[src/note_sine_tone_generator_defines.svh]
// Assertion helpers for the tone generator.
`ifndef NOTE_SINE_TONE_GENERATOR_DEFINES_SVH
`define NOTE_SINE_TONE_GENERATOR_DEFINES_SVH

// Same-cycle implication, held off while reset is asserted.
`define NSTG_ASSERT_IMPL(lbl, clk, rstn, ante, cons, msg) \
    lbl: assert property (@(posedge clk) disable iff (!(rstn)) (ante) |-> (cons)) \
        else $error(msg);

// Next-cycle implication, held off while reset is asserted.
`define NSTG_ASSERT_NEXT(lbl, clk, rstn, ante, cons, msg) \
    lbl: assert property (@(posedge clk) disable iff (!(rstn)) (ante) |=> (cons)) \
        else $error(msg);

`endif

[src/nstg_pkg.sv]
`default_nettype none

package nstg_pkg;

    // Datapath sizes
    localparam int PHASE_BITS       = 32;
    localparam int SINE_TABLE_DEPTH = 1024;
    localparam int SAMPLE_BITS      = 16;

    localparam int ADDR_BITS = $clog2(SINE_TABLE_DEPTH);
    localparam int QBITS     = ADDR_BITS - 2;
    localparam int QSIZE     = SINE_TABLE_DEPTH / 4;
    localparam int MAG_BITS  = SAMPLE_BITS - 1;
    localparam int LEN_BITS  = 20;
    localparam int OUT_BITS  = 16;

    localparam logic [LEN_BITS-1:0] WHOLE_RESET = LEN_BITS'(44100);

    // Command codes (s_tuser)
    localparam logic [1:0] CMD_TICK = 2'd0;
    localparam logic [1:0] CMD_NOTE = 2'd1;
    localparam logic [1:0] CMD_REST = 2'd2;

    // Mode codes, also sent as period kind
    localparam logic [1:0] MODE_IDLE = 2'd0;
    localparam logic [1:0] MODE_TONE = 2'd1;
    localparam logic [1:0] MODE_GAP  = 2'd2;

    typedef struct packed {
        logic [1:0] cmd;
        logic [3:0] note_index;
        logic [3:0] octave;
        logic [2:0] value_code;
    } item_t;

    // Base frequencies in hundredths of a Hz, C through B
    localparam int unsigned NOTE_CENTIHZ [12] = '{
        1635, 1732, 1835, 1945, 2060, 2183, 2312, 2450, 2596, 2750, 2914, 3087
    };

    // Step scale: 44100 Hz times 100, rounding half up
    localparam longint unsigned STEP_DIV  = 64'd4410000;
    localparam longint unsigned STEP_HALF = 64'd2205000;

    typedef logic [PHASE_BITS-1:0] step_rom_t [16];
    typedef logic [MAG_BITS-1:0] quarter_rom_t [QSIZE];

    function automatic logic [PHASE_BITS-1:0] step_of(int unsigned c);
        longint unsigned v;
        v = ((longint'(c) << PHASE_BITS) + STEP_HALF) / STEP_DIV;
        return v[PHASE_BITS-1:0];
    endfunction

    // Indexes above B play B
    function automatic step_rom_t build_step_rom();
        step_rom_t r;
        for (int i = 0; i < 16; i++) begin
            r[i] = step_of(NOTE_CENTIHZ[(i > 11) ? 11 : i]);
        end
        return r;
    endfunction

    // Quarter-wave magnitude for offset k, order-9 Taylor polynomial in Q30
    function automatic logic [MAG_BITS-1:0] quarter_sine(int unsigned k);
        longint unsigned one;
        longint unsigned amp;
        longint unsigned z;
        longint unsigned z2;
        longint unsigned t;
        longint unsigned s;
        longint unsigned mag;
        one = 64'd1 << 30;
        amp = (64'd1 << (SAMPLE_BITS - 1)) - 64'd1;
        z   = longint'(k) << (32 - ADDR_BITS);
        z2  = (z * z) >> 30;
        t   = 64'd172273;
        t   = 64'd5026996 - ((z2 * t) >> 30);
        t   = 64'd85569306 - ((z2 * t) >> 30);
        t   = 64'd693598668 - ((z2 * t) >> 30);
        t   = 64'd1686629713 - ((z2 * t) >> 30);
        s   = (z * t) >> 30;
        mag = (s * amp + (one >> 1)) >> 30;
        if (mag > amp) begin
            mag = amp;
        end
        return mag[MAG_BITS-1:0];
    endfunction

    function automatic quarter_rom_t build_quarter_rom();
        quarter_rom_t r;
        for (int i = 0; i < QSIZE; i++) begin
            r[i] = quarter_sine(i);
        end
        return r;
    endfunction

    localparam step_rom_t BASE_STEP_ROM = build_step_rom();
    localparam quarter_rom_t QUARTER_ROM = build_quarter_rom();
    // Entry at the quarter point, reached from odd quadrants only
    localparam logic [MAG_BITS-1:0] QUARTER_PEAK = quarter_sine(QSIZE);

endpackage

`default_nettype wire

[src/note_sine_tone_generator.sv]
// Channel   Dir  Transfer when         Contents
// s_axis    in   s_tvalid & s_tready   tick / note / rest command
// m_axis    out  m_tvalid & m_tready   one sine sample per tick
// cfg       in   cfg_valid & cfg_ready whole-note length in ticks
//
// One item per cycle sustained while m_axis is not stalled. A tick is held in the
// input register after its transfer and is loaded into the result register
// once that register is free or draining; m_tvalid rises when the result
// register is loaded. Commands give no result.
// The sequencer between the two registers is combinational.
// Reset (aresetn low, synchronous) clears mode, counters and phase, and sets
// the whole-note length to 44100. A stalled m_axis holds the result and
// backs up into the input register; s_tready drops only when both are full.
`default_nettype none
`include "note_sine_tone_generator_defines.svh"

module note_sine_tone_generator (
    input  wire logic        aclk,
    input  wire logic        aresetn,
    input  wire logic        s_tvalid,
    output logic             s_tready,
    // [3:0] note_index, [7:4] octave, [10:8] value_code, [15:11] zero
    input  wire logic [15:0] s_tdata,
    // [1:0] cmd
    input  wire logic [1:0]  s_tuser,
    output logic             m_tvalid,
    input  wire logic        m_tready,
    // [15:0] sample
    output logic [15:0]      m_tdata,
    // [1:0] period_kind
    output logic [1:0]       m_tuser,
    output logic             m_tlast,
    input  wire logic        cfg_valid,
    output logic             cfg_ready,
    input  wire logic [19:0] cfg_data
);
    import nstg_pkg::*;

    logic                in_valid_reg;
    item_t               in_item_reg;
    logic [LEN_BITS-1:0] whole_len_reg;
    logic                item_take;
    logic signed [OUT_BITS-1:0] out_sample;

    assign cfg_ready = 1'b1;

    // Whole-note length register
    always_ff @(posedge aclk) begin
        if (!aresetn) begin
            whole_len_reg <= WHOLE_RESET;
        end else if (cfg_valid) begin
            whole_len_reg <= cfg_data;
        end
    end

    // Input register
    assign s_tready = !in_valid_reg || item_take;

    always_ff @(posedge aclk) begin
        if (!aresetn) begin
            in_valid_reg <= 1'b0;
        end else if (s_tready) begin
            in_valid_reg <= s_tvalid;
        end
    end

    always_ff @(posedge aclk) begin
        if (s_tready && s_tvalid) begin
            in_item_reg.cmd        <= s_tuser;
            in_item_reg.note_index <= s_tdata[3:0];
            in_item_reg.octave     <= s_tdata[7:4];
            in_item_reg.value_code <= s_tdata[10:8];
        end
    end

    nstg_core u_core (
        .aclk       (aclk),
        .aresetn    (aresetn),
        .item_valid (in_valid_reg),
        .item       (in_item_reg),
        .whole_len  (whole_len_reg),
        .item_take  (item_take),
        .out_valid  (m_tvalid),
        .out_ready  (m_tready),
        .out_sample (out_sample),
        .out_kind   (m_tuser),
        .out_last   (m_tlast)
    );

    assign m_tdata = out_sample;

    // Period end is only ever flagged in a silent tick
    `NSTG_ASSERT_IMPL(a_last_in_gap, aclk, aresetn, m_tvalid && m_tlast, m_tuser == MODE_GAP, "last outside gap")

    // Only a sounding tick carries a nonzero sample
    `NSTG_ASSERT_IMPL(a_silent_zero, aclk, aresetn, m_tvalid && (m_tuser != MODE_TONE), m_tdata == '0, "sample while silent")

    // Input side stalls only when the result side is full and stalled
    `NSTG_ASSERT_IMPL(a_stall_cause, aclk, aresetn, !s_tready, m_tvalid && !m_tready, "input stall without output stall")

    // A pending item with a free result register is taken
    `NSTG_ASSERT_NEXT(a_no_hold, aclk, aresetn, in_valid_reg && !m_tvalid && !s_tvalid, !in_valid_reg, "item held with free output")

endmodule

`default_nettype wire

[src/nstg_sine_lut.sv]
`default_nettype none

module nstg_sine_lut (
    input  wire logic [nstg_pkg::PHASE_BITS-1:0] phase,
    output logic signed [nstg_pkg::OUT_BITS-1:0] sample
);
    import nstg_pkg::*;

    logic [ADDR_BITS-1:0]       addr;
    logic [1:0]                 quad;
    logic [QBITS:0]             offs;
    logic [MAG_BITS-1:0]        mag;
    logic signed [SAMPLE_BITS-1:0] full;
    logic signed [31:0]         wide;

    // Quadrant folding on the top phase bits
    assign addr = phase[PHASE_BITS-1 -: ADDR_BITS];
    assign quad = addr[ADDR_BITS-1 -: 2];
    assign offs = quad[0] ? ((QBITS+1)'(QSIZE) - {1'b0, addr[QBITS-1:0]})
                          : {1'b0, addr[QBITS-1:0]};
    assign mag  = offs[QBITS] ? QUARTER_PEAK : QUARTER_ROM[offs[QBITS-1:0]];

    // Sign in the lower half-wave, then fit to the 16-bit port
    assign full   = quad[1] ? -signed'({1'b0, mag}) : signed'({1'b0, mag});
    assign wide   = 32'(full);
    assign sample = wide[OUT_BITS-1:0];

endmodule

`default_nettype wire

[src/nstg_core.sv]
`default_nettype none

module nstg_core (
    input  wire logic                            aclk,
    input  wire logic                            aresetn,
    input  wire logic                            item_valid,
    input  wire nstg_pkg::item_t                 item,
    input  wire logic [nstg_pkg::LEN_BITS-1:0]   whole_len,
    output logic                                 item_take,
    output logic                                 out_valid,
    input  wire logic                            out_ready,
    output logic signed [nstg_pkg::OUT_BITS-1:0] out_sample,
    output logic [1:0]                           out_kind,
    output logic                                 out_last
);
    import nstg_pkg::*;

    logic [PHASE_BITS-1:0] phase_acc_reg, phase_acc_next;
    logic [PHASE_BITS-1:0] phase_step_reg, phase_step_next;
    logic [LEN_BITS-1:0]   tone_left_reg, tone_left_next;
    logic [LEN_BITS-1:0]   gap_left_reg, gap_left_next;
    logic [1:0]            mode_reg, mode_next;

    logic                  out_valid_reg;
    logic signed [OUT_BITS-1:0] sample_reg, sample_next;
    logic [1:0]            kind_reg, kind_next;
    logic                  last_reg, last_next;
    logic                  emit;

    logic [LEN_BITS-1:0]   shifted_len;
    logic [LEN_BITS-1:0]   period_len;
    logic [LEN_BITS-1:0]   tone_dec;
    logic [LEN_BITS-1:0]   gap_dec;
    logic signed [OUT_BITS-1:0] lut_sample;

    nstg_sine_lut u_lut (
        .phase  (phase_acc_reg),
        .sample (lut_sample)
    );

    // Item moves on when the result register is free or drains this cycle
    assign item_take = item_valid && (!out_valid_reg || out_ready);

    // Period length, never below one tick
    assign shifted_len = whole_len >> item.value_code;
    assign period_len  = (shifted_len == '0) ? LEN_BITS'(1) : shifted_len;

    assign tone_dec = (tone_left_reg != '0) ? tone_left_reg - LEN_BITS'(1) : '0;
    assign gap_dec  = (gap_left_reg != '0) ? gap_left_reg - LEN_BITS'(1) : '0;

    // Command decode and tick sequencing
    always_comb begin
        phase_acc_next  = phase_acc_reg;
        phase_step_next = phase_step_reg;
        tone_left_next  = tone_left_reg;
        gap_left_next   = gap_left_reg;
        mode_next       = mode_reg;
        sample_next     = '0;
        kind_next       = MODE_IDLE;
        last_next       = 1'b0;
        emit            = 1'b0;
        unique case (item.cmd)
            CMD_NOTE: begin
                phase_acc_next  = '0;
                phase_step_next = BASE_STEP_ROM[item.note_index] << item.octave;
                tone_left_next  = period_len;
                gap_left_next   = period_len;
                mode_next       = MODE_TONE;
            end
            CMD_REST: begin
                tone_left_next = '0;
                gap_left_next  = period_len;
                mode_next      = MODE_GAP;
            end
            CMD_TICK: begin
                emit = 1'b1;
                unique case (mode_reg)
                    MODE_TONE: begin
                        kind_next      = MODE_TONE;
                        sample_next    = lut_sample;
                        phase_acc_next = phase_acc_reg + phase_step_reg;
                        tone_left_next = tone_dec;
                        if (tone_dec == '0) begin
                            mode_next = MODE_GAP;
                        end
                    end
                    MODE_GAP: begin
                        kind_next     = MODE_GAP;
                        gap_left_next = gap_dec;
                        if (gap_dec == '0) begin
                            last_next = 1'b1;
                            mode_next = MODE_IDLE;
                        end
                    end
                    default: begin
                        kind_next = MODE_IDLE;
                    end
                endcase
            end
            default: begin
            end
        endcase
    end

    // Sequencer state
    always_ff @(posedge aclk) begin
        if (!aresetn) begin
            phase_acc_reg  <= '0;
            phase_step_reg <= '0;
            tone_left_reg  <= '0;
            gap_left_reg   <= '0;
            mode_reg       <= MODE_IDLE;
        end else if (item_take) begin
            phase_acc_reg  <= phase_acc_next;
            phase_step_reg <= phase_step_next;
            tone_left_reg  <= tone_left_next;
            gap_left_reg   <= gap_left_next;
            mode_reg       <= mode_next;
        end
    end

    // Result register
    always_ff @(posedge aclk) begin
        if (!aresetn) begin
            out_valid_reg <= 1'b0;
        end else if (item_take && emit) begin
            out_valid_reg <= 1'b1;
        end else if (out_ready) begin
            out_valid_reg <= 1'b0;
        end
    end

    always_ff @(posedge aclk) begin
        if (item_take && emit) begin
            sample_reg <= sample_next;
            kind_reg   <= kind_next;
            last_reg   <= last_next;
        end
    end

    assign out_valid  = out_valid_reg;
    assign out_sample = sample_reg;
    assign out_kind   = kind_reg;
    assign out_last   = last_reg;

endmodule

`default_nettype wire
[config.mk]
export PLATFORM = sky130hd
export DESIGN_NAME = note_sine_tone_generator
export DESIGN_NICKNAME = d
export VERILOG_FILES = /design/src/nstg_pkg.sv /design/src/note_sine_tone_generator.sv /design/src/nstg_sine_lut.sv /design/src/nstg_core.sv
export VERILOG_INCLUDE_DIRS = /design/src /design/src/src
export SDC_FILE = /design/constraint.sdc
export NUM_CORES = 1
export LEC_CHECK = 0
export ABC_AREA = 0
export BUFFER_PORTS_ARGS = -buffer_cell sky130_fd_sc_hd__clkbuf_2
export CELL_PAD_IN_SITES_DETAIL_PLACEMENT = 0
export CELL_PAD_IN_SITES_GLOBAL_PLACEMENT = 1
export CORE_MARGIN = 3
export CORE_UTILIZATION = 45
export CTS_CLUSTER_DIAMETER = 60
export DETAILED_ROUTE_END_ITERATION = 6
export PLACE_DENSITY = 0.87
export SYNTH_ARGS = -nofsm -noshare
export SYNTH_HDL_FRONTEND = slang
export SYNTH_SLANG_ARGS = --single-unit
[constraint.sdc]
create_clock -name aclk -period 7.9 [get_ports aclk]
set_input_delay 1.58 -clock aclk [delete_from_list [all_inputs] [get_ports aclk]]
set_output_delay 1.58 -clock aclk [all_outputs]
set_load 0.05 [all_outputs]
### Word level (Yosys, flattened, before mapping)

Memories as Yosys holds them, arrays and structs flattened.
Index checks and enable logic that the tools add are counted.

* word-level logic and storage cells: 89
* memory bits (read-only): 4352
* RAM bits: 0
* output and inout bits: 22
* input bits: 43
* register bits after elaboration: 160
* latch bits: 0
* memories: 2

* shift operators: 2
* $add $sub $neg: 5
* reduce and logical (&&, ||, !) cells: 26
* eq/ne operators: 9
* multiply operators: 0
* divide/modulo/power cells: 0
* bitwise operators: 2
* $lt $le $gt $ge: 2
* multiplexer cells: 25

Memories
* (no name shown): depth 256, bits a word 15, rd ports 1, clocked after memory_dff 0, write ports 0, RTL line nstg_sine_lut.sv:21 `assign mag = offs[QBITS] ? QUARTER_PEAK : QUARTER_ROM[offs[QBITS-1:0]];`
* (no name shown): depth 16, bits a word 32, rd ports 1, clocked after memory_dff 0, write ports 0, RTL line nstg_core.sv:65 `phase_step_next = BASE_STEP_ROM[item.note_index] << item.octave;`

Operators with widths (number)
* $mux 20: 5
* $mux 32: 3
* $pmux 32 s2: 1
* $logic_not 20->1: 3
* $mux 15: 4
* $pmux 20 s3: 1
* $pmux 20 s2: 1
* $reduce_bool 20->1: 2
* $sub 20x1->20 const B: 2
* $add 32x32->32: 1
* $shl 32x4->32: 1
* $shr 20x3->20: 1
* $neg 15->16: 1
* $reduce_and 3->1: 4
* $ge 9x9->1 const B: 1
* $mux 9: 1
* $ne 3x2->1 const B: 3
* $not 8->9: 1
* $sub 9x8->9 const A: 1
* $pmux 2 s2: 2
* $pmux 2 s3: 1
* $reduce_and 2->1: 3
* $reduce_bool 2->1: 3
* $ge 5x5->1 const B: 1
* 14 further kinds: 24

### Depth between registers and ports, before layout

Gate-level depths: netlist of the first run.

* word-level depth: 9
* mapped depth: 24
* depth with buffers taken out: 18

### Hierarchy

A second synthesis of the first run with hierarchy kept.

* cell total of the unflattened synthesis: 2228
* area, all modules: 17224.0 um2

By module, submodules not included
* nstg_core: instances 1, area each 9811.9 um2, cells each 1194, seq. area each 2712.6 um2
* nstg_sine_lut: instances 1, area each 6226.0 um2, cells each 950, seq. area each 0.0 um2
* note_sine_tone_generator: instances 1, area each 1186.1 um2, cells each 84, seq. area each 810.8 um2

### Least setup slack after synthesis of the first run

Ideal clock, no wire load.

* kind: reg-to-reg
* start point: register u_core.phase_acc_reg[22]
* end point: register u_core.sample_reg[14] (netlist: u_core.out_sample[14]) (data pin)
* data arrival time: 5.405 ns
* data required time: 7.634 ns
* buffers on the path: 6
* period minus slack after synthesis: 5.671 ns
* setup slack: 2.229 ns
* cell stages (with the launch flop): 24
* library setup time: 0.266 ns
* cells stage by stage: dfxtp_1 clkbuf_1 inv_1 clkbuf_1 ha_1 clkbuf_1 nand2_1 nand2_1 inv_1 clkbuf_1 ha_1 nor2_1 clkbuf_1 mux2i_1 mux4_2 and2_1 o41ai_1 o311a_1 ha_1 and3b_1 buf_6 nand2_1 o41ai_2 mux2i_1

* longest elaborated chain between the ends: 9

RTL lines
* start: declaration: RTL line nstg_core.sv:18 `logic [PHASE_BITS-1:0] phase_acc_reg, phase_acc_next;`
* start signal: assignment: RTL line nstg_core.sv:114 `phase_acc_reg <= phase_acc_next;`
* $sub 9x8->9: RTL line nstg_sine_lut.sv:19 `assign offs = quad[0] ? ((QBITS+1)'(QSIZE) - {1'b0, addr[QBITS-1:0]})`
* $mux 9 *: RTL line nstg_sine_lut.sv:19
* $not 8->9 (not written as such): RTL line nstg_sine_lut.sv:21
* $mem_v2 256x15
* $mux 15 (not written as such) (2 in a row): RTL line nstg_sine_lut.sv:21
* $mux 15 *: RTL line nstg_sine_lut.sv:21
* $neg 15->16: RTL line nstg_sine_lut.sv:24 `assign full = quad[1] ? -signed'({1'b0, mag}) : signed'({1'b0, mag});`
* $mux 15 *: RTL line nstg_sine_lut.sv:24
* end signal: assignment: RTL line nstg_core.sv:135 `sample_reg <= sample_next;`
* end: declaration: RTL line nstg_core.sv:25 `logic signed [OUT_BITS-1:0] sample_reg, sample_next;`

Mark *: on every way between the ends. The rest lies on a longest branch, timed or not. The select of a mux whose other input is x is not followed.
A chain may end at the register's enable or synchronous reset.

### Worst setup path after layout of the first run

* start point: register u_core.phase_acc_reg[23]
* end point: register u_core.sample_reg[10] (netlist: u_core.out_sample[10]) (data pin)

Same word-level chain as after synthesis.

==> flow_summary.json, run 1 <==
{
  "drt_first_pass_iters": 5,
  "syn_to_final_growth_pct": 5.91,
  "synthFlopType": "dfxtp_1",
  "h-tree-depth": 4,
  "num_antenna_cells": 0,
  "hold-path-cell-count": 2,
  "crit_arrival_ns": 6.03,
  "die_w_microns": 199,
  "crit_fanout": 19,
  "cts.clk_slew.worst_paths_ns": 0.07,
  "rrSetupSlack_ns": 2.04,
  "wl_per_cell_microns": 23.1,
  "core_sq_um": 36100,
  "routabilityCongestion": 1.01,
  "drt-total-wl_microns": 62100,
  "crit_path_end_kind": "register",
  "synthArstFlopShare_pct": 0,
  "tritoncts": "built",
  "path_class": "reg -> reg",
  "die_y_microns": 199,
  "yosysWarnings": 0,
  "root_buffer": "clkbuf_16",
  "setup-violations-final": 0,
  "worstPathRequired_ns": 8.07,
  "synth_edf_count": 32,
  "hpwlAfterDp_microns": 44600,
  "synth_top_family_by_area": "compound AO/OA/AOI/OAI gates",
  "clock_path_buffers": 2,
  "rr_worst_depth": 17,
  "overflow": 0,
  "final.period_utilization_pct": 74.2,
  "grt_pass1_wl_microns": 96700,
  "clock_sinks": 160,
  "leakage_nw": 6.89,
  "rsz0062_at_grt": "false",
  "report.final.hold_viol_count": 0,
  "place_ws_ns": 2.30,
  "synth_cell_types": 105,
  "rows": 69,
  "finalWorstSetupSlack_ns": 2.04,
  "status": "finished clean",
  "synthXorXnorAreaFrac_pct": 3.98,
  "drcViolationCount": 0,
  "synth_adder_area_share_pct": 4.76,
  "clk_latency_ns": 0.44,
  "fmax_ghz": 0.171,
  "synth-seq-area-share_pct": 21.1,
  "synth_compound_area_share_pct": 34.0,
  "io_buffers": 58,
  "grt_pass1_vias": 16800,
  "synth_simple_gate_area_share_pct": 22.4,
  "synth.area.mux_share_pct": 6.84,
  "fin_skew_ns": 0.00917,
  "slew_headroom_pct": 18.8,
  "maxCapViolCount": 0,
  "drive_above_1_share_pct": 10.2,
  "ys_ff_latch": 160,
  "io_pins": 65,
  "start_kind": "register",
  "die_area_sq_um": 39500,
  "setup_tns_ns": 0,
  "cellPowerDensity_nw_per_um2": 120,
  "fin_total_pwr_w": 0.00213,
  "period_minus_slack_ns": 5.86,
  "numCtsBuffers": 17,
  "syn_inst": 2293,
  "syn_area_sq_um": 16700,
  "worstMarginPinSlew_ns": 1.22,
  "ir_drop_v": 0.000149,
  "ant_nets": 0,
  "drtIter0Drc": 2151,
  "synth_area_per_cell_sq_um": 7.28,
  "antenna_found_initial": 0,
  "synthesis.nets": 2399,
  "post-cts-setup-buffer-count": 0,
  "maxSlewViolCount": 0,
  "via_per_inst": 6.70,
  "nNetsFinal": 2319,
  "cts_resized": 0,
  "holdCritPathClass": "reg -> reg",
  "hold_ws_ns": 0.461,
  "postCtsHoldBufs": 0,
  "vias": 18000,
  "grt_start_max_net_pins": 94,
  "grt_usage_pct": 30.8,
  "start_util_pct": 46.3
}
cell usage in the layout, fill, tap and decap left out, types with 32 or more instances in the layout:
cell type,netlist,routed
mux2i_1,86,86
ha_1,62,61
nor3_1,85,83
a22oi_1,59,59
o22ai_1,33,33
nand3_1,47,47
o21ai_0,168,168
nand2_1,162,162
o211ai_1,33,33
nor2_1,296,296
xnor2_1,42,40
a21oi_1,188,188
clkbuf_2,0,58
edfxtp_1,32,32
dfxtp_1,128,125
nand2b_1,40,40
inv_1,44,44
buf_4,11,57
a211oi_1,62,62
Yosys cell counts (32+ instances only):
master / count / share of area [%]
a211oi_1: 62 / 2.8
a21oi_1: 188 / 5.6
a22oi_1: 59 / 2.7
buf_2: 42 / 1.3
clkbuf_1: 144 / 3.2
dfxtp_1: 128 / 15
edfxtp_1: 32 / 5.8
ha_1: 62 / 4.6
inv_1: 44 / 0.99
mux2i_1: 86 / 5.2
nand2_1: 162 / 3.6
nand2b_1: 40 / 1.5
nand3_1: 47 / 1.4
nor2_1: 296 / 6.7
nor3_1: 85 / 2.5
o211ai_1: 33 / 1.5
o21ai_0: 168 / 5.0
o22ai_1: 33 / 1.2
xnor2_1: 42 / 2.2
cells by family after synthesis:
kind of cell,count (synthesis)
compound gates,837
xor+xnor,72
fa+ha+maj,63
buf+inv,263
flops,160
mux,107
other cells,1
simple gates,790
stage by stage:
| stage | instances | util, % | cell area (sq um) |
|---|---|---|---|
| finish | 2687 | 49.0 | 17700 |
| global route | 2687 | 49.0 | 17700 |
| CTS | 2687 | 49.0 | 17700 |
| detailed placement | 2655 | 47.4 | 17100 |
| global placement | 2655 | 47.4 | 17100 |
| floorplan | 2293 | - | 16700 |
layout make-up:
type	count	area (sq um)
Fill cell	3570	18400
Clock buffer	21	460
Inverter	49	185
Sequential cell	160	3530
Tap cell	461	577
Multi-Input combinational cell	1870	12100
Clock inverter	11	130
Timing Repair Buffer	115	718
layer usage:
layer / track usage [%] / part of all wire [%] / vias to the layer above
met2: 48.4 / 44 / 953
met5: 0 / 0 / -
met1: 40.5 / 41 / 8416
li1: - / - / 8417
met3: 4.18 / 7.9 / 228
met4: 17.8 / 6.5 / 0
worst max-delay path, cell delays in order, from the launching register on:
cell and delay (ns):
dfxtp_1 0.33, inv_1 0.10, ha_1 0.75, nand2_1 0.43, nand2_1 0.18, buf_4 0.23
ha_1 0.54, or2_2 0.27, o21ai_0 0.13, a2111oi_0 0.65, a211oi_1 0.23, o21ai_0 0.32
nand3_1 0.13, o221ai_1 0.59, nor2_1 0.24, a41oi_1 0.24, xor2_1 0.17, nor2_1 0.05
worst paths after layout:
check                       startpoint                   endpoint
max           u_core.phase_acc_reg[23]      u_core.out_sample[10]
min          u_core.phase_step_reg[13]  u_core.phase_step_reg[13]
max reg2reg   u_core.phase_acc_reg[23]      u_core.out_sample[10]
min reg2reg  u_core.phase_step_reg[13]  u_core.phase_step_reg[13]
power breakdown:
group | internal [W] | switching, W
registers | 0.000859 | 0.0000437
clock network | 0.000485 | 0.000355
logic | 0.000145 | 0.000240
total | 0.00149 | 0.000639
No activity file was read; power rests on OpenSTA's default activity.
==> inputs of run 2 (changes only) <==
clock period = 5.5 ns   (was 7.9 ns; I/O delays follow)
==> flow_summary.json, run 2 (same netlist as run 1, synthesis figures left out) <==
{
  "drt_first_pass_iters": 6,
  "path_class": "reg -> reg",
  "finalWorstSetupSlack_ns": 0.336,
  "cp_slowest_cell": "xnor2_4",
  "setup-violations-final": 0,
  "cellPowerDensity_nw_per_um2": 170,
  "fin_skew_ns": 0.0107,
  "maxSlewViolCount": 0,
  "layout_commonest_cell": "nor2_1",
  "num_antenna_cells": 0,
  "io_pins": 65,
  "crit_family": "compound AO/OA/AOI/OAI gates",
  "root_buffer": "clkbuf_16",
  "worstPathCellList": "buf_4 > o31ai_4 > xnor2_4 > inv_2 > or3_1 > o311ai_0 > o221ai_1 > a221oi_1 > o22ai_1 > nor3b_2 > nand2_1 > o41ai_2 > mux2i_1",
  "layout_common_cells": "nor2_1 (296), a21oi_1 (188), o21ai_0 (168)",
  "overflow": 0,
  "place_inst": 2683,
  "clock_sinks": 160,
  "routabilityCongestion": 1.04,
  "min_from": "u_core.phase_step_reg[14]",
  "postCtsHoldBufs": 0,
  "holdCritPathClass": "reg -> reg",
  "clk_latency_ns": 0.44,
  "setup_tns_ns": 0,
  "core_sq_um": 36100,
  "clock_path_buffers": 2,
  "hold_ws_ns": 0.461,
  "worstMarginPinSlew_ns": 1.21,
  "crit_arrival_ns": 5.45,
  "grt_usage_pct": 31.5,
  "wl_per_cell_microns": 23.3,
  "slew_headroom_pct": 19.2,
  "maxCapViolCount": 0,
  "tritoncts": "built",
  "leakage_nw": 7.07,
  "crit_start": "u_core.phase_acc_reg[22]",
  "vias": 18300,
  "start_kind": "register",
  "reg2reg_from": "u_core.phase_acc_reg[22]",
  "cts_resized": 0,
  "finalNonFillerCells": 2715,
  "rows": 69,
  "drtIter0Drc": 2364,
  "ir_drop_v": 0.000193,
  "grt_pass1_wl_microns": 99200,
  "post-cts-setup-buffer-count": 0,
  "report.final.hold_viol_count": 0,
  "status": "finished clean",
  "ant_nets": 0,
  "die_area_sq_um": 39500,
  "via_per_inst": 6.73,
  "syn_to_final_growth_pct": 7.63,
  "cts.clk_slew.worst_paths_ns": 0.07,
  "start_util_pct": 46.3,
  "cp_slowest_stage_delay_ns": 0.61,
  "worstPathRequired_ns": 5.78,
  "path_buf_inv": 2,
  "grt_pass1_vias": 17300,
  "die_w_microns": 199,
  "numCtsBuffers": 17,
  "fmax_ghz": 0.194,
  "drt-total-wl_microns": 63300,
  "h-tree-depth": 4,
  "crit_path_end_kind": "register",
  "final.period_utilization_pct": 93.9,
  "antenna_found_initial": 0,
  "die_y_microns": 199,
  "grt_start_max_net_pins": 100,
  "io_buffers": 58,
  "hpwlAfterDp_microns": 45600,
  "nNetsFinal": 2347,
  "drive_above_1_share_pct": 11.4,
  "period_minus_slack_ns": 5.16,
  "drcViolationCount": 0,
  "place_ws_ns": 0.617,
  "rsz0062_at_grt": "false",
  "crit_fanout": 46
}
[run 2: changes by cell type in the layout (fill, tap and decap cells not counted), moves of 2 or more]
cell	previous run	this run
buf_4	57	80
buf_12	0	5
clkinv_8	0	4
clkinvlp_4	3	0
inv_8	0	3
bufinv_16	2	0
clkbuf_1	2	0
clkbuf_8	2	0
clkinv_4	1	3
[run 2: per-layer routing]
metal	up-vias	GRT usage, %	part of all wire [%]
li1	8502	-	-
met1	8524	41.2	41
met2	990	48.7	43
met3	243	5.72	9.5
met4	0	18.8	6.5
met5	-	0	0
[run 2: worst register-to-register path: cells and delay by family, from the launching register on]
family	cells	cell delay [ns]
AOI/OAI and AO/OA	6	1.88
and+or+nand+nor	3	1.03
buffers and inverters	2	0.93
xor gates and xnor gates	1	0.61
DFF	1	0.32
muxes	1	0.24
[run 2: final cells by class]
class,instances,area (sq um)
fill,3642,18100
multi-input combinational,1870,12100
sequential,160,3530
clock buffer,18,450
clock inverter,14,160
timing repair buffer,143,991
tap,461,577
inverter,49,185
[run 2: path summary, 6_finish.rpt]
path,to,slack [ns],depth (start not counted)
worst max-delay path,u_core.out_sample[14],0.34,13
worst max register to register,u_core.out_sample[14],0.34,13
worst min register to register,u_core.phase_step_reg[14],0.46,2
worst min-delay path,u_core.phase_step_reg[14],0.46,2
[run 2: stage by stage]
stage                     power (W)  utilization, %  cell area [sq um]
after floorplan             0.00173               -              16700
after global placement      0.00186            48.1              17400
after detailed placement    0.00186            48.1              17400
after CTS                   0.00307            49.8              18000
after global routing        0.00319            49.8              18000
final                       0.00305            49.8              18000
[run 2: power by group]
part	leakage, nW	total, W	internal [W]	switching [W]
Clock	0.298	0.00120	0.000637	0.000566
Combinational	5.41	0.000551	0.000209	0.000342
Sequential	1.36	0.00130	0.00123	0.0000662
==> inputs of run 3 (changes only) <==
CTS_CLUSTER_DIAMETER = default   (was 60)
clock period = 5.9 ns   (was 5.5 ns; I/O delays follow)
==> flow_summary.json, run 3 (same netlist as run 1, synthesis figures left out) <==
{
  "drt-total-wl_microns": 61800,
  "tritoncts": "built",
  "die_y_microns": 199,
  "ant_nets": 0,
  "io_buffers": 58,
  "reg2reg_from": "u_core.phase_acc_reg[23]",
  "clock_sinks": 160,
  "worstPathCellList": "inv_1 > ha_1 > nand2_1 > buf_4 > nand2_1 > buf_4 > ha_1 > inv_1 > a211oi_1 > or3_1 > a22oi_1 > o221ai_1 > a221oi_1 > o22ai_1 > nor3b_2 > nand2_1 > o41ai_2 > mux2i_1",
  "hpwlAfterDp_microns": 43600,
  "place_inst": 2657,
  "m1WireLength_microns": 25100,
  "leakage_nw": 6.91,
  "nNetsFinal": 2321,
  "via_per_inst": 6.82,
  "numCtsBuffers": 17,
  "cp_slowest_stage_delay_ns": 0.59,
  "drcViolationCount": 0,
  "crit_start": "u_core.phase_acc_reg[23]",
  "rows": 69,
  "wl_per_cell_microns": 23.0,
  "status": "finished clean",
  "clk_latency_ns": 0.44,
  "met3_length_microns": 5790,
  "core_sq_um": 36100,
  "postCtsHoldBufs": 0,
  "syn_to_final_growth_pct": 6.09,
  "worstPathRequired_ns": 6.08,
  "report.final.hold_viol_count": 0,
  "crit_path_end_kind": "register",
  "vias": 18300,
  "crit_arrival_ns": 5.53,
  "maxSlewViolCount": 0,
  "slew_headroom_pct": 5.14,
  "cellPowerDensity_nw_per_um2": 160,
  "start_util_pct": 46.3,
  "post-cts-setup-buffer-count": 0,
  "fin_skew_ns": 0.00834,
  "finalNonFillerCells": 2689,
  "crit_fanout": 11,
  "wl_met2_microns": 27100,
  "cts_resized": 0,
  "final.period_utilization_pct": 90.6,
  "maxCapViolCount": 0,
  "antenna_found_initial": 0,
  "setup_tns_ns": 0,
  "period_minus_slack_ns": 5.35,
  "num_antenna_cells": 0,
  "grt_pass1_wl_microns": 95600,
  "cp_slowest_cell": "or3_1",
  "clock_path_buffers": 2,
  "min_from": "u_core.phase_step_reg[13]",
  "drt_first_pass_iters": 6,
  "fmax_ghz": 0.187,
  "rsz0062_at_grt": "false",
  "worstMarginPinSlew_ns": 1.42,
  "layout_commonest_cell": "nor2_1",
  "cts.clk_slew.worst_paths_ns": 0.06,
  "path_class": "reg -> reg",
  "die_w_microns": 199,
  "setup-violations-final": 0,
  "grt_start_max_net_pins": 100,
  "layout_common_cells": "nor2_1 (296), a21oi_1 (188), o21ai_0 (168)",
  "path_buf_inv": 4,
  "finalWorstSetupSlack_ns": 0.554,
  "grt_pass1_vias": 16800,
  "io_pins": 65,
  "overflow": 0,
  "drtIter0Drc": 2480,
  "path_common_cell": "nand2_1",
  "fin_total_pwr_w": 0.00283,
  "routabilityCongestion": 1.04,
  "holdCritPathClass": "reg -> reg",
  "root_buffer": "clkbuf_16",
  "drive_above_1_share_pct": 10.2,
  "crit_family": "compound AO/OA/AOI/OAI gates",
  "grt_usage_pct": 30.4,
  "place_ws_ns": 0.836,
  "routed.top_layer": "met4",
  "die_area_sq_um": 39500,
  "start_kind": "register",
  "ir_drop_v": 0.000200,
  "h-tree-depth": 4
}
## run 3: worst paths after layout
| check | endpoint | slack (ns) | cells past startpoint |
|---|---|---|---|
| worst max register to register | u_core.out_sample[14] | 0.55 | 18 |
| worst min register to register | u_core.phase_step_reg[13] | 0.48 | 2 |
| worst min-delay path | u_core.phase_step_reg[13] | 0.48 | 2 |
| worst max-delay path | u_core.out_sample[14] | 0.55 | 18 |
## run 3: layer usage
layer	track usage, %	vias to the layer above
met5	0	-
met4	16.2	0
met2	47.0	1052
li1	-	8421
met3	5.47	254
met1	40.4	8619
## run 3: per-stage QoR
stage	hold WS [ns]	util [%]	instance area, sq um
floorplan	0.436	-	16700
global placement	0.457	47.5	17100
detailed placement	0.471	47.5	17100
CTS	0.479	49.1	17700
global route	0.500	49.1	17700
finish	0.478	49.1	17700
## run 3: report_power, final
group          switching, W  leakage [nW]  internal (W)
combinational      0.000322          5.28      0.000195
sequential        0.0000585          1.36       0.00115
clock              0.000472         0.273      0.000636
## run 3: final cells by class
cell class,instances,area [sq um]
fill,3581,18400
multi-input combinational,1870,12100
sequential,160,3530
timing repair buffer,117,758
tap,461,577
clock buffer,20,447
inverter,49,185
clock inverter,12,134
## run 3: worst register-to-register path, stage by stage (launching register included)
cell and delay [ns]:
dfxtp_1 0.33, inv_1 0.09, ha_1 0.30, nand2_1 0.07
buf_4 0.18, nand2_1 0.09, buf_4 0.20, ha_1 0.33
inv_1 0.58, a211oi_1 0.16, or3_1 0.59, a22oi_1 0.27
o221ai_1 0.14, a221oi_1 0.48, o22ai_1 0.32, nor3b_2 0.31
nand2_1 0.14, o41ai_2 0.39, mux2i_1 0.12
